[config.mk]
export PLATFORM = sky130hd
export DESIGN_NAME = sensor_frame_distance_level
export DESIGN_NICKNAME = d
export VERILOG_FILES = /design/src/hdl/sfdl_pkg.sv /design/src/hdl/sfdl_front.sv /design/src/hdl/sfdl_fifo.sv /design/src/hdl/sfdl_back.sv /design/src/hdl/sensor_frame_distance_level.sv
export SDC_FILE = /design/constraint.sdc
export NUM_CORES = 1
export LEC_CHECK = 0
export ABC_AREA = 0
export BUFFER_PORTS_ARGS = -buffer_cell sky130_fd_sc_hd__buf_2
export CELL_PAD_IN_SITES_DETAIL_PLACEMENT = 1
export CELL_PAD_IN_SITES_GLOBAL_PLACEMENT = 1
export CORE_MARGIN = 3
export CORE_UTILIZATION = 49
export CTS_CLUSTER_DIAMETER = 80
export DETAILED_ROUTE_END_ITERATION = 8
export PLACE_DENSITY = 0.84
export SLEW_MARGIN = 10
export SYNTH_ARGS = -nofsm -noshare
export SYNTH_HDL_FRONTEND = slang
export SYNTH_HIERARCHICAL = 1
export SYNTH_SLANG_ARGS = --single-unit
[constraint.sdc]
create_clock -name clk -period 6.98 [get_ports clk]
set_input_delay 0.698 -clock clk [delete_from_list [all_inputs] [get_ports clk]]
set_output_delay 0.698 -clock clk [all_outputs]
set_load 0.005 [all_outputs]
[src/hdl/sfdl_pkg.sv]
`timescale 1ns / 1ps

package sfdl_pkg;

  // Phase codes of the frame parser.
  localparam logic [1:0] PH_HUNT = 2'd0;
  localparam logic [1:0] PH_LEN  = 2'd1;
  localparam logic [1:0] PH_BODY = 2'd2;

  // Configuration register indexes.
  localparam logic [1:0] REG_START_BYTE  = 2'd0;
  localparam logic [1:0] REG_PACKET_TYPE = 2'd1;
  localparam logic [1:0] REG_SENSOR_KIND = 2'd2;

  // Frame offsets of the captured bytes and the shortest frame that counts.
  localparam logic [8:0] OFS_TYPE    = 9'd7;
  localparam logic [8:0] OFS_KIND    = 9'd10;
  localparam logic [8:0] OFS_READING = 9'd13;
  localparam logic [8:0] MIN_FRAME   = 9'd14;
  localparam logic [8:0] LEN_EXTRA   = 9'd3;

  // floor(r * 544 / 100) = floor(r * 136 * 5243 / 2^17) for every 8-bit r.
  localparam logic [19:0] DIST_MUL   = 20'd713048;
  localparam int          DIST_SHIFT = 17;

  // Level thresholds.
  localparam logic [10:0] LVL_T1 = 11'd10;
  localparam logic [10:0] LVL_T2 = 11'd20;
  localparam logic [10:0] LVL_T3 = 11'd30;
  localparam logic [10:0] LVL_T4 = 11'd40;

  typedef struct packed {
    logic [7:0] start_byte;
    logic [7:0] packet_type;
    logic [2:0] sensor_kind;
  } cfg_t;

  // One classified frame, handed from the parser to the distance stage.
  typedef struct packed {
    logic        updated;
    logic [10:0] distance;
  } evt_t;

  function automatic logic [2:0] bucket(input logic [10:0] d);
    logic [2:0] lvl;
    begin
      priority if (d <= LVL_T1) lvl = 3'd1;
      else if (d <= LVL_T2) lvl = 3'd2;
      else if (d <= LVL_T3) lvl = 3'd3;
      else if (d <= LVL_T4) lvl = 3'd4;
      else lvl = 3'd5;
      return lvl;
    end
  endfunction

endpackage

[src/hdl/sfdl_front.sv]
`timescale 1ns / 1ps

module sfdl_front (
  input  logic          clk,
  input  logic          rst_n,
  input  sfdl_pkg::cfg_t cfg,
  input  logic          byte_valid,
  input  logic [7:0]    rx_byte,
  output logic          evt_valid,
  output sfdl_pkg::evt_t evt
);
  import sfdl_pkg::*;

  logic [1:0]  phase_r, phase_nxt;
  logic [8:0]  idx_r, idx_nxt;
  logic [8:0]  len_r, len_nxt;
  logic [7:0]  type_r, type_nxt;
  logic [2:0]  kind_r, kind_nxt;
  logic [7:0]  reading_r, reading_nxt;
  logic [9:0]  idx_inc;
  logic        last_byte;
  logic [27:0] prod;

  // Captured fields including the byte on hand this cycle.
  always_comb begin
    type_nxt    = (idx_r == OFS_TYPE)    ? rx_byte      : type_r;
    kind_nxt    = (idx_r == OFS_KIND)    ? rx_byte[2:0] : kind_r;
    reading_nxt = (idx_r == OFS_READING) ? rx_byte      : reading_r;
  end

  assign idx_inc   = {1'b0, idx_r} + 10'd1;
  assign last_byte = !(idx_inc < {1'b0, len_r});

  // Scaled reading by one constant multiply and a shift.
  assign prod = 28'(reading_nxt) * 28'(DIST_MUL);

  // Parser state step and frame classification.
  always_comb begin
    phase_nxt = phase_r;
    idx_nxt   = idx_r;
    len_nxt   = len_r;
    evt_valid = 1'b0;
    evt.updated  = (kind_nxt == cfg.sensor_kind);
    evt.distance = prod[DIST_SHIFT +: 11];
    if (byte_valid) begin
      unique case (phase_r)
        PH_LEN: begin
          len_nxt   = {1'b0, rx_byte} + LEN_EXTRA;
          idx_nxt   = 9'd2;
          phase_nxt = PH_BODY;
        end
        PH_BODY: begin
          if (!last_byte) begin
            idx_nxt = idx_inc[8:0];
          end else begin
            phase_nxt = PH_HUNT;
            idx_nxt   = '0;
            evt_valid = (len_r >= MIN_FRAME) && (type_nxt == cfg.packet_type);
          end
        end
        default: begin
          if (rx_byte == cfg.start_byte) begin
            phase_nxt = PH_LEN;
            idx_nxt   = 9'd1;
          end else begin
            phase_nxt = PH_HUNT;
          end
        end
      endcase
    end
  end

  // Parser registers.
  always_ff @(posedge clk) begin
    if (!rst_n) begin
      phase_r   <= PH_HUNT;
      idx_r     <= '0;
      len_r     <= '0;
      type_r    <= '0;
      kind_r    <= '0;
      reading_r <= '0;
    end else begin
      phase_r <= phase_nxt;
      idx_r   <= idx_nxt;
      len_r   <= len_nxt;
      if (byte_valid && phase_r == PH_BODY) begin
        type_r    <= type_nxt;
        kind_r    <= kind_nxt;
        reading_r <= reading_nxt;
      end
    end
  end

endmodule

[src/hdl/sfdl_fifo.sv]
`timescale 1ns / 1ps

module sfdl_fifo (
  input  logic           clk,
  input  logic           rst_n,
  input  logic           push,
  input  sfdl_pkg::evt_t push_data,
  output logic           full,
  input  logic           pop,
  output logic           empty,
  output sfdl_pkg::evt_t pop_data
);
  import sfdl_pkg::*;

  evt_t       mem [2];
  logic       wr_ptr_r, wr_ptr_nxt;
  logic       rd_ptr_r, rd_ptr_nxt;
  logic [1:0] cnt_r, cnt_nxt;
  logic       do_push;
  logic       do_pop;

  assign full     = (cnt_r == 2'd2);
  assign empty    = (cnt_r == 2'd0);
  assign do_push  = push && !full;
  assign do_pop   = pop && !empty;
  assign pop_data = mem[rd_ptr_r];

  // Pointer and fill count update.
  always_comb begin
    wr_ptr_nxt = do_push ? !wr_ptr_r : wr_ptr_r;
    rd_ptr_nxt = do_pop ? !rd_ptr_r : rd_ptr_r;
    cnt_nxt    = cnt_r + {1'b0, do_push} - {1'b0, do_pop};
  end

  always_ff @(posedge clk) begin
    if (!rst_n) begin
      wr_ptr_r <= 1'b0;
      rd_ptr_r <= 1'b0;
      cnt_r    <= '0;
    end else begin
      wr_ptr_r <= wr_ptr_nxt;
      rd_ptr_r <= rd_ptr_nxt;
      cnt_r    <= cnt_nxt;
    end
  end

  // Entry storage.
  always_ff @(posedge clk) begin
    if (do_push) begin
      mem[wr_ptr_r] <= push_data;
    end
  end

endmodule

[src/hdl/sfdl_back.sv]
`timescale 1ns / 1ps

module sfdl_back (
  input  logic           clk,
  input  logic           rst_n,
  input  logic           evt_avail,
  input  sfdl_pkg::evt_t evt,
  output logic           evt_take,
  output logic           out_empty,
  input  logic           out_pop,
  output logic [2:0]     out_level,
  output logic [10:0]    out_distance,
  output logic           out_distance_updated
);
  import sfdl_pkg::*;

  logic        valid_r, valid_nxt;
  logic [10:0] last_r, last_nxt;
  logic [2:0]  level_r;
  logic [10:0] dist_r;
  logic        upd_r;

  // Take a frame whenever the result register is free or being drained.
  assign evt_take = evt_avail && (!valid_r || out_pop);

  always_comb begin
    last_nxt  = (evt_take && evt.updated) ? evt.distance : last_r;
    valid_nxt = evt_take || (valid_r && !out_pop);
  end

  always_ff @(posedge clk) begin
    if (!rst_n) begin
      valid_r <= 1'b0;
      last_r  <= '0;
    end else begin
      valid_r <= valid_nxt;
      last_r  <= last_nxt;
    end
  end

  // Result register.
  always_ff @(posedge clk) begin
    if (evt_take) begin
      level_r <= bucket(last_nxt);
      dist_r  <= last_nxt;
      upd_r   <= evt.updated;
    end
  end

  assign out_empty            = !valid_r;
  assign out_level            = level_r;
  assign out_distance         = dist_r;
  assign out_distance_updated = upd_r;

endmodule

[src/hdl/sensor_frame_distance_level.sv]
`timescale 1ns / 1ps

// Channel   Direction  Ports
// --------  ---------  ------------------------------------------------------
// input     in         in_push, in_full, in_rx_byte
// result    out        out_empty, out_pop, out_level, out_distance,
//                      out_distance_updated
// config    in         cfg_we, cfg_index, cfg_wdata
//
// One byte is taken every cycle while in_full is low; the parser works on it in
// that cycle, and a frame's result is queued before the result register.
// The parser hands classified frames through a two-entry queue to the
// distance stage, which holds the stored distance and the result register.
// in_full rises only when that queue is full, which happens only while the
// result side is stalled. Reset (rst_n low, synchronous) restores register
// defaults, empties the queue and returns the parser to hunting.

module sensor_frame_distance_level (
  input  logic        clk,
  input  logic        rst_n,
  input  logic        in_push,
  output logic        in_full,
  input  logic [7:0]  in_rx_byte,
  output logic        out_empty,
  input  logic        out_pop,
  output logic [2:0]  out_level,
  output logic [10:0] out_distance,
  output logic        out_distance_updated,
  input  logic        cfg_we,
  input  logic [1:0]  cfg_index,
  input  logic [7:0]  cfg_wdata
);
  import sfdl_pkg::*;

  cfg_t cfg_r;
  logic byte_valid;
  logic evt_valid;
  evt_t evt_in;
  evt_t evt_out;
  logic fifo_empty;
  logic fifo_full;
  logic evt_take;

  // Configuration registers.
  always_ff @(posedge clk) begin
    if (!rst_n) begin
      cfg_r.start_byte  <= 8'd2;
      cfg_r.packet_type <= 8'd1;
      cfg_r.sensor_kind <= 3'd2;
    end else if (cfg_we) begin
      unique case (cfg_index)
        REG_START_BYTE:  cfg_r.start_byte  <= cfg_wdata;
        REG_PACKET_TYPE: cfg_r.packet_type <= cfg_wdata;
        REG_SENSOR_KIND: cfg_r.sensor_kind <= cfg_wdata[2:0];
        default: ;
      endcase
    end
  end

  assign in_full    = fifo_full;
  assign byte_valid = in_push && !fifo_full;

  sfdl_front u_front (
    .clk        (clk),
    .rst_n      (rst_n),
    .cfg        (cfg_r),
    .byte_valid (byte_valid),
    .rx_byte    (in_rx_byte),
    .evt_valid  (evt_valid),
    .evt        (evt_in)
  );

  sfdl_fifo u_fifo (
    .clk       (clk),
    .rst_n     (rst_n),
    .push      (evt_valid),
    .push_data (evt_in),
    .full      (fifo_full),
    .pop       (evt_take),
    .empty     (fifo_empty),
    .pop_data  (evt_out)
  );

  sfdl_back u_back (
    .clk                  (clk),
    .rst_n                (rst_n),
    .evt_avail            (!fifo_empty),
    .evt                  (evt_out),
    .evt_take             (evt_take),
    .out_empty            (out_empty),
    .out_pop              (out_pop),
    .out_level            (out_level),
    .out_distance         (out_distance),
    .out_distance_updated (out_distance_updated)
  );

endmodule

==> results.sh <==
export IMPL_fillers=1735
export IMPL_synth_distinct_cells=73
export IMPL_wl_mm=20.8
export IMPL_dieArea_um2=17600
export IMPL_cts_sinks=114
export IMPL_syn_inst=794
export IMPL_pwr_share_clk=0.554
export IMPL_ant_nets=0
export IMPL_yosys_warnings=6
export IMPL_grt_overflow=0
export IMPL_ys_seq_area_frac=0.341
export IMPL_cts_buffers=17
export IMPL_cts_tree="yes"
export IMPL_p_int_mw=1.31
export IMPL_vias_per_cell=5.79
export IMPL_hold_ws_ns=0.472
export IMPL_gp_congestion=0.931
export IMPL_clock_path_buffers=2
export IMPL_rsz0062_at_grt="false"
export IMPL_synth_area_top_cells="dfxtp_1 (19%), edfxtp_1 (15%), ha_1 (13%), mux2i_1 (5.9%), fa_1 (5.1%)"
export IMPL_synth_top_cell_area_share=0.191
export IMPL_max_cap_viol_count=0
export IMPL_path_clk_slew_ns=0.06
export IMPL_min_path_type="reg -> reg"
export IMPL_hold_depth=2
export IMPL_h_tree_depth=4
export IMPL_period_share=0.864
export IMPL_yosys_area_top_type="dfxtp_1"
export IMPL_start_kind="flop"
export IMPL_vias=5988
export IMPL_postCtsSetupBuffers=0
export IMPL_wl_per_cell_um=20.1
export IMPL_setup_viol=0
export IMPL_clk_latency_ns=0.42
export IMPL_rr_worst_depth=18
export IMPL_critPathKind="reg -> reg"
export IMPL_hold_buffers=0
export IMPL_start_util=0.508
export IMPL_post_route_min_period_ns=6.03
export IMPL_io_buffers=39
export IMPL_power_frac_seq=0.412
export IMPL_setup_tns_ns=0
export IMPL_syn_area_per_cell_um2=9.88
export IMPL_grt_first_pass_wirelength_mm=33.8
export IMPL_final_cell_mix="inv_1 (79), ha_1 (79), dfxtp_1 (75)"
export IMPL_synth_edf_count=39
export IMPL_syn_to_final_growth_pct=10.7
export IMPL_drt_pass1_iter_count=5
export IMPL_ys_async_sr_fraction=0
export IMPL_fmaxAchievable_mhz=166
export IMPL_io_pins=40
export IMPL_drt_iter0_markers=288
export IMPL_layout_drive_gt1_share=0.136
export IMPL_synthesis_nets=916
export IMPL_diodes=0
export IMPL_final_setup_skew_ns=0.00717
export IMPL_ys_flop_type="dfxtp_1"
export IMPL_ys_seq_elements=114
export IMPL_tightest_slew_ns=1.21
export IMPL_fp_coreArea_um2=15400
export IMPL_antenna_found_initial=0
export IMPL_dp_hpwl_mm=14.8
export IMPL_total_power_mw=1.68
export IMPL_cts_root_buf="clkbuf_16"
export IMPL_leakagePower_nw=3.94
export IMPL_grt_max_degree=81
export IMPL_switching_share=0.220
export IMPL_drc=0
export IMPL_status="complete, no violations"
export IMPL_p_switching_uw=368
export IMPL_cp_max_fo=20
export IMPL_grt_total_usage=0.240
export IMPL_rows=45
export IMPL_crit_required_ns=7.13
export IMPL_finalMaxSlewViolations=0
export IMPL_utilization=0.562
export IMPL_die_h_um=133
export IMPL_fin_nets=932
export IMPL_combPwrFrac=0.034
export IMPL_critPathArrivalTime_ns=6.18
export IMPL_hold_violations=0
export IMPL_first_global_vias=6517
export IMPL_ir_drop_uv=171
export IMPL_slew_limit_headroom=0.184
export IMPL_powerDensity_nw_per_um2=193
export IMPL_cts_resized=0
export IMPL_syn_cell_area_um2=7840
export IMPL_end_kind="flop"
export IMPL_fp_dieW_um=133
==> path summary, 6_finish.rpt <==
path / from / to / slack [ns]
max: u_front/idx_r[5] / u_fifo/mem[1][8] / 0.95
min: cfg_r[16] / cfg_r[16] / 0.47
max reg2reg: u_front/idx_r[5] / u_fifo/mem[1][8] / 0.95
min reg2reg: cfg_r[16] / cfg_r[16] / 0.47
==> stage by stage <==
| step | std cells | worst slack, ns | area, um2 |
|---|---|---|---|
| floorplan | 794 | 1.33 | 7840 |
| global placement | 1002 | 1.39 | 8050 |
| detailed placement | 1002 | 1.03 | 8050 |
| CTS | 1034 | 0.990 | 8680 |
| global route | 1034 | 0.665 | 8680 |
| finish | 1034 | 0.952 | 8680 |
==> registers in the layout, summed over array words and instances, names as in the netlist, 2 cells and up, named ones only <==
register and cells:
u_front/phase_r 2, u_back/out_distance 11, u_front/reading_r 8, u_front/kind_r 3, u_back/out_level 3, u_front/type_r 8
u_front/len_r 9, u_front/idx_r 9, u_fifo/mem 24, u_back/last_r 11, u_fifo/cnt_r 2, cfg_r 19
==> power by group through the flow <==
stage	Sequential, mW	Clock, mW	Combinational [mW]
after floorplan	0.703	0	0.0388
after global placement	0.704	0	0.0527
after detailed placement	0.704	0	0.0553
after CTS	0.690	0.940	0.0571
after global routing	0.690	0.975	0.0628
final	0.690	0.929	0.0576
==> Yosys cell counts, types with 6 or more instances <==
cell type,count
xnor2_1,28
nand2b_1,7
nor2_1,31
mux2_2,22
nor3_1,9
mux2i_1,46
buf_4,12
nand4_1,14
edfxtp_1,39
nand2_1,69
o211a_1,10
inv_1,79
xor2_1,16
and3_1,6
buf_2,8
fa_1,20
o211ai_1,6
dfxtp_1,75
and2_1,20
a21oi_1,23
nand3_1,19
clkbuf_1,17
a22o_1,6
nor2b_1,17
buf_6,6
ha_1,79
o21ai_0,23
==> critical path, stage by stage, from the launching register on <==
cell and delay, ns:
dfxtp_1 0.37, or4_4 0.61, nor3_2 0.19, buf_4 0.29, mux2i_1 0.47, inv_1 0.26, ha_1 0.40, ha_1 0.20
inv_1 0.08, fa_1 0.45, fa_1 0.58, inv_1 0.05, ha_1 0.34, and3_1 0.24, nand4_1 0.12, a21o_1 0.19
o21ai_0 0.50, a31oi_1 0.22, xnor2_1 0.19
==> cell type report <==
cell class	count	area (um2)	area share
repair buffers	41	210	0.0242
well taps	211	264	0.0304
inverters	79	297	0.0342
flip-flops and latches	114	2670	0.308
clock buffers	17	425	0.0490
clock inverters	15	206	0.0238
multi-input cells	557	4600	0.530
==> metal layers <==
metal / part of all wire / up-vias / GRT usage
li1: - / 2813 / -
met1: 0.43 / 2973 / 0.289
met2: 0.51 / 147 / 0.425
met3: 0.034 / 55 / 0.0479
met4: 0.027 / 0 / 0.0906
met5: 0 / - / 0
==> logic make-up after synthesis <==
family                     after synthesis  share of synthesized area
and+or+nand+nor                        228                      0.158
buffers and inverters                  123                     0.0729
AOI/OAI and AO/OA                      117                      0.110
DFF                                    114                      0.341
adders and majority gates               99                      0.177
muxes                                   69                     0.0922
xor gates and xnor gates                44                     0.0491
No activity file was read; power rests on OpenSTA's default activity.
